## src/assert_macros.svh

```systemverilog
// assertion macros for the ticket table
`ifndef ASSERT_MACROS_SVH
`define ASSERT_MACROS_SVH
`ifndef NO_ASSERTIONS
`define ATT_ASSERT_IMPL(label, clk, rst, prop, msg) \
   label: assert property (@(posedge clk) disable iff (rst) prop) else $error(msg);
`define ATT_ASSERT_ALWAYS(label, clk, prop, msg) \
   label: assert property (@(posedge clk) prop) else $error(msg);
`else
`define ATT_ASSERT_IMPL(label, clk, rst, prop, msg)
`define ATT_ASSERT_ALWAYS(label, clk, prop, msg)
`endif
`endif

```

## src/att_pkg.sv

```systemverilog
// ----------------------------------------------------------------------------
// att_pkg
// shared types and constants of the aging ticket table
// ----------------------------------------------------------------------------
package att_pkg;
   localparam int TableEntries = 16;
   localparam int SweepMax     = 16;

   typedef enum logic [2:0] {
      ACT_INSERT  = 3'd0,
      ACT_REFRESH = 3'd1,
      ACT_EXPIRE  = 3'd2,
      ACT_CHECK   = 3'd3,
      ACT_SWEEP   = 3'd4
   } action_type;

   typedef enum logic [2:0] {
      ST_OK       = 3'd0,
      ST_DUP      = 3'd1,
      ST_NOTFOUND = 3'd2,
      ST_OWNER    = 3'd3,
      ST_IP       = 3'd4,
      ST_FULL     = 3'd5
   } status_type;

   typedef enum logic [2:0] {
      S_IDLE,
      S_SCAN,
      S_READ,
      S_WRITE,
      S_EMIT,
      S_SWEEP_SCAN,
      S_SWEEP_EMIT
   } state_type;

   // comparison request into the shared scan unit
   typedef struct packed {
      logic        first;
      logic        sweep;
      logic [31:0] now;
      logic [31:0] stamp_ctr;
   } scan_ctl_type;
endpackage

```

## src/att_scan.sv

```systemverilog
// ----------------------------------------------------------------------------
// att_scan
// shared per-entry compare unit: key match, free slot and sweep minimum
// ----------------------------------------------------------------------------
module att_scan
   import att_pkg::*;
#(
   parameter int IDX_W = 4
) (
   input  logic              clock,
   input  logic              reset,
   input  scan_ctl_type      ctl,
   input  logic              valid_in,
   input  logic [IDX_W-1:0]  idx,
   input  logic              used,
   input  logic [63:0]       key,
   input  logic [63:0]       ent_key,
   input  logic [31:0]       ent_deadline,
   input  logic [31:0]       ent_stamp,
   output logic              hit_ff,
   output logic [IDX_W-1:0]  hit_idx_ff,
   output logic              free_ff,
   output logic [IDX_W-1:0]  free_idx_ff,
   output logic              best_ff,
   output logic [IDX_W-1:0]  best_idx_ff,
   output logic              multi_ff
);
   logic [31:0] best_dl_ff, best_age_ff;
   logic [31:0] age;
   logic        stale, better;
   logic        hit_q, free_q, best_q, multi_q;

   assign hit_q   = ctl.first ? 1'b0 : hit_ff;
   assign free_q  = ctl.first ? 1'b0 : free_ff;
   assign best_q  = ctl.first ? 1'b0 : best_ff;
   assign multi_q = ctl.first ? 1'b0 : multi_ff;
   assign age     = ctl.stamp_ctr - ent_stamp;
   assign stale   = used && (ent_deadline < ctl.now);
   // ascending index, so strict compare keeps the lower index on full ties
   assign better = !best_q || (ent_deadline < best_dl_ff) ||
                   ((ent_deadline == best_dl_ff) && (age > best_age_ff));

   always_ff @(posedge clock) begin
      if (reset) begin
         hit_ff   <= 1'b0;
         free_ff  <= 1'b0;
         best_ff  <= 1'b0;
         multi_ff <= 1'b0;
      end else if (valid_in) begin
         if (!ctl.sweep) begin
            if (!hit_q && used && ent_key == key) begin
               hit_ff     <= 1'b1;
               hit_idx_ff <= idx;
            end else begin
               hit_ff <= hit_q;
            end
            if (!free_q && !used) begin
               free_ff     <= 1'b1;
               free_idx_ff <= idx;
            end else begin
               free_ff <= free_q;
            end
            best_ff  <= 1'b0;
            multi_ff <= 1'b0;
         end else begin
            hit_ff  <= 1'b0;
            free_ff <= 1'b0;
            if (stale && better) begin
               best_ff     <= 1'b1;
               best_idx_ff <= idx;
               best_dl_ff  <= ent_deadline;
               best_age_ff <= age;
            end else begin
               best_ff <= best_q;
            end
            // a second stale entry means another sweep result follows, up to the SweepMax limit
            multi_ff <= multi_q || (stale && best_q);
         end
      end
   end
endmodule

```

## config.mk

```make
export PLATFORM = sky130hd
export DESIGN_NAME = att_scan
export DESIGN_NICKNAME = d
export VERILOG_FILES = /design/src/assert_macros.svh /design/src/att_pkg.sv /design/src/att_scan.sv
export SDC_FILE = /design/constraint.sdc
export NUM_CORES = 1
export LEC_CHECK = 0
export BUFFER_PORTS_ARGS = -buffer_cell sky130_fd_sc_hd__buf_4
export CORE_ASPECT_RATIO = 0.9
export CORE_MARGIN = 2
export CORE_UTILIZATION = 55
export DETAILED_ROUTE_END_ITERATION = 10
export GPL_TIMING_DRIVEN = 0
export PLACE_DENSITY_LB_ADDON = 0.12
export SLEW_MARGIN = 10
export SYNTH_ARGS = -nofsm -noshare
export SYNTH_HDL_FRONTEND = slang
export SYNTH_SLANG_ARGS = --single-unit
```

## constraint.sdc

```tcl
create_clock -name clock -period 11.4 [get_ports clock]
set_clock_uncertainty 0.2 [all_clocks]
set_input_delay 2.28 -clock clock [delete_from_list [all_inputs] [get_ports clock]]
set_output_delay 2.28 -clock clock [all_outputs]
set_load 0.03 [all_outputs]
```

# Word-level counts from Yosys, hierarchy flattened
# Index checks and enable logic that the tools add are counted.
[word_totals] regBits=80 latchBits=0 ramBits=0 romBits=0 word_cells=45 memories=0
[classes] n_addsub=1 n_mul=0 n_div=0 order_cmp=3 eq_ne=2 shift=0 mux=11 n_bitwise=2 reduce_logical=17
[ops] op="$eq A64 B64 Y1" count=1
[ops] op="$lt A32 B32 Y1" count=2
[ops] op="$eq A32 B32 Y1" count=1
[ops] op="$gt A32 B32 Y1" count=1
[ops] op="$sub A32 B32 Y32" count=1
[ops] op="$reduce_and A4 Y1" count=3
[ops] op="$mux W1" count=11
[ops] op="$logic_and A1 B1 Y1" count=7
[ops] op="$logic_not A1 Y1" count=4
[ops] op="$logic_or A1 B1 Y1" count=3
[ops] op="$not A1 Y1" count=2

# Depth between registers and ports, before layout
[depth] word_depth=7 depth_mapped=19 ltp_nobuf=19

# Worst setup path after synthesis
# No wires, ideal clock.
[synth_timing] kind="input-to-reg" from="in ctl[0] (netlist bit)" to="reg best_age_ff[0], enable pin" setup_ps=438 t_arrival_ps=6760 t_required_ps=10762 path_slack_ps=4002 path_stages=19 path_buffers=0 cell_sequence="inv_1 -> ha_1 -> inv_1 -> fa_1 -> a21o_1 -> nand3_1 -> a21o_1 -> a211oi_2 -> o31a_2 -> nor2_1 -> o311a_1 -> ha_1 -> nand4_1 -> nor2_1 -> nand4_1 -> nor2_1 -> a311o_1 -> a31oi_1 -> o31a_1"
[synth_between] elab_chain_cells=6
[synth_rtl] item="from (decl)" line="att_scan.sv:12" source="input scan_ctl_type ctl,"
[synth_rtl] item="$sub A32 B32 Y32" line="att_scan.sv:37" source="assign age = ctl.stamp_ctr - ent_stamp;"
[synth_rtl] item="via age[30]" line="att_scan.sv:29" source="logic [31:0] age;"
[synth_rtl] item="$gt A32 B32 Y1" line="att_scan.sv:41" source="((ent_deadline == best_dl_ff) && (age > best_age_ff));"
[synth_rtl] item="$logic_and A1 B1 Y1" line="att_scan.sv:41"
[synth_rtl] item="$logic_or A1 B1 Y1" line="att_scan.sv:40" source="assign better = !best_q || (ent_deadline < best_dl_ff) ||"
[synth_rtl] item="$logic_and A1 B1 Y1" line="att_scan.sv:68" source="if (stale && better) begin"
[synth_rtl] item="$reduce_and A4 Y1 (no line)"
[synth_rtl] item="to (signal assigned)" line="att_scan.sv:72" source="best_age_ff <= age;"
[synth_rtl] item="to (decl)" line="att_scan.sv:28" source="logic [31:0] best_dl_ff, best_age_ff;"
# The timed path passes the listed nets, and every way through them passes these cells.
# A chain may end at the register's enable or synchronous reset.

# Worst setup path in the final report
[layout_timing] from="in ctl[0] (netlist bit)" to="reg best_age_ff[17], enable pin"
# Same word-level chain as after synthesis.

==> summary.md <==
| Metric | Value |
|---|---|
| P_leak | `slightly above 5 nW` |
| Full die area | `between 10000 and 15000 um2` |
| WL final | `20290 um` |
| F_max | `152.1 MHz` |
| Nets@finish | `about 1500` |
| Main combinational cell family by area after synthesis | `adder cells` |
| Num CTS Buffers | `9` |
| Synth-to-layout area growth | `36.24%` |
| Post-route setup slack | `4826 ps` |
| Final Hold Viols | `0` |
| Slew Viols, Final | `0` |
| Post-synth EDFFs | `76` |
| Most common cell after layout, fill and taps aside | `buf_4` |
| RSZ-0062 raised after global routing | `false` |
| First-pass GRT wire length | `about 32000 um` |
| Worst hold-check slack | `279.3 ps` |
| Post-CTS resize count | `0` |
| DRT antenna net count | `0` |
| Initial antenna violation count | `0` |
| Worst rel slew slack | `43.41%` |
| Routed via count | `6896` |
| IO Port Bufs | `roughly 280` |
| Gr ovfl total | `0` |
| Synth Instances | `802` |
| Die height | `113.8 um` |
| Seq/Total Area, Yosys | `32.06%` |
| CP startpoint kind | `input port` |
| DP Area | `9748 um2` |
| Post-synthesis simple-gate area fraction | `12.51%` |
| Buffer count from post-CTS setup fixing | `0` |
| Area of the multi-input gates | `4437 um2` |
| PnR Total Power | `944.8 uW` |
| DR iter-0 viols | `about 510` |
| Synth Area in Adders | `21.67%` |
| Die Wd | `126.0 um` |
| Non-Filler Instances | `~1300` |
| Sinks on Clock Net | `80` |
| Post-synth top area cell | `edfxtp_1` |
| CTS clk-pin slew, worst paths | `approximately 60 ps` |
| Max Cap Viol | `0` |
| DRC | `0` |
| Worst-path fanout max | `31` |
| CORE AREA | `between 10000 and 15000 um2` |
| Post-synth cell types | `57` |
| Run status | `complete, no violations` |
| Syn_nets | `1195` |
| GP Congestion | `0.9444` |
| Avg Vias per Cell | `5.430` |
| CTS root buf | `clkbuf_16` |
| IO Pins | `between 200 and 300` |
| CP endpoint kind | `flip-flop` |
| Sequential cell area | `approximately 2400 um2` |
| CTS tree | `yes` |
| Final min period | `6574 ps` |
| Ys Warns | `0` |
| CP required | `roughly 11000 ps` |
| Asr flop ratio synth | `0%` |
| Initial Utilization | `55.77%` |
| Diode count | `0` |
| DP HPWL | `17140 um` |
| Largest net degree at the start of global routing | `32` |
| Share of layout cells above drive strength 1 | `28.22%` |
| Latest clock arrival within the worst-skew pair | `between 300 and 400 ps` |
| Synth top area share | `a little under a third` |
| Most frequent cells in the layout | `281 x buf_4, 149 x inv_1, 126 x ha_1, 76 x edfxtp_1, 57 x a21oi_1` |
| Placed cells | `1254` |
| CP arrival | `6460 ps` |
| Post-Place Worst Slack | `4522 ps` |
| Mux contribution to synthesized area | `0.2717%` |
| Post-synthesis cell area | `7368 um2` |
| Fin area | `~10000 um2` |
| VDD IR max | `0.00006742 V` |
| Cell row count | `40` |
| GRT Util Overall | `about 28%` |
| Setup_tns | `0 ps` |
| Synth Area in Compound Gates | `16.03%` |
| Final Cycle Share | `just under 60%` |
| Post-synthesis xor/xnor area fraction | `roughly a tenth` |
| Hold Buf Count CTS | `0` |
| Main synth FF type | `edfxtp_1` |
| Post-layout util | `75.98%` |
| Worst Max-Slew Pin Slew | `about 840 ps` |
| Wire per inst | `15.97 um` |
| Synth Area per Inst | `between 9 and 10 um2` |
| Fillers | `between 900 and 1000` |
| Synth area leaders | `edfxtp_1 31%, ha_1 21%, inv_1 7.6%, xor2_1 5.3%, xnor2_1 4.3%` |
| Vias in the first global route | `6685` |
| H-tree Lvls | `3` |
| Critical path type | `input port to flip-flop` |
| Drt pass-1 iters | `5` |
| # setup viols final | `0` |
| HP Class | `flip-flop to flip-flop` |
| Post-synthesis register bit count | `80` |
| Cell Pwr Density | `94.11 nW/um2` |
| Clock Path Buffers | `2` |
## cells in the mapped netlist (all sizes together), types with 3 or more instances
cell       n
a31oi      5
a221oi     3
or2        5
o211ai     6
a211o      3
o21ai     33
and4       3
nor4      15
and2       3
xor2      45
a211oi    10
edfxtp    76
nand4     28
dfxtp      4
nor2      39
o21a       3
and3      10
ha       126
nor2b     11
o211a      3
nand2     32
nor3      11
o2bb2ai    3
inv      149
nand3     11
nand2b     4
xnor2     36
a21oi     57
a21o      29
o21bai     5
## cell type report
type | count | area share [%]
Buffer | 4 | 0.1745
Clock buffer | 11 | 2.318
Clock inverter | 5 | 0.5734
Inverter | 149 | 5.571
Multi-Input combinational cell | 569 | 44.20
Sequential cell | 80 | 23.53
Tap cell | 168 | 2.094
Timing Repair Buffer | 284 | 21.54
## state kept, by name, indices dropped and copies added (netlist names)
signal / count
best_age_ff: 32
best_dl_ff: 32
best_ff: 1
best_idx_ff: 4
free_ff: 1
free_idx_ff: 4
hit_ff: 1
hit_idx_ff: 4
multi_ff: 1
## worst paths after layout
path                            start                        end  slack (ps)  depth (start not counted)
max                            ctl[0]  best_age_ff[17]$_DFFE_PP_        4830                         20
min             multi_ff$_SDFFE_PP0P_      multi_ff$_SDFFE_PP0P_         280                          2
max reg2reg  best_age_ff[1]$_DFFE_PP_  best_age_ff[17]$_DFFE_PP_        8260                         10
min reg2reg     multi_ff$_SDFFE_PP0P_      multi_ff$_SDFFE_PP0P_         280                          2
## critical path, cell delays in order
cell       delay [ps]
buf_4             110
inv_1              40
ha_1              160
inv_1              50
fa_1              400
a21o_1            190
nand3_1           140
a21o_1            200
a211oi_2          130
nor3_1            290
xnor2_1           220
ha_1              310
a21o_1            180
a21oi_1           170
nor2_1             70
a2111oi_0         450
o22a_1            200
a31oi_1            90
o31a_2            500
buf_12            250
## layer usage
layer	vias up	GRT usage, %	wire (um)
li1	3456	-	-
met1	3116	36.39	8508
met2	289	47.49	9465
met3	35	6.848	1836
met4	0	8.498	474
met5	-	0	0
## power by group
part           total, mW  internal [mW]  leakage (nW)  switching (mW)
Sequential         0.340          0.338         0.722         0.00238
Combinational      0.319          0.163          4.24           0.156
Clock              0.286          0.169         0.133           0.116
## logic make-up (layout without fill, tap and decap cells)
logic type / after synthesis / count (layout)
buf+inv: 153 / 453
mux: 2 / 2
xor+xnor: 81 / 81
fa+ha+maj: 127 / 127
simple gates: 177 / 177
compound gates: 182 / 182
flops: 80 / 80
(Power assumes the default switching activity.)
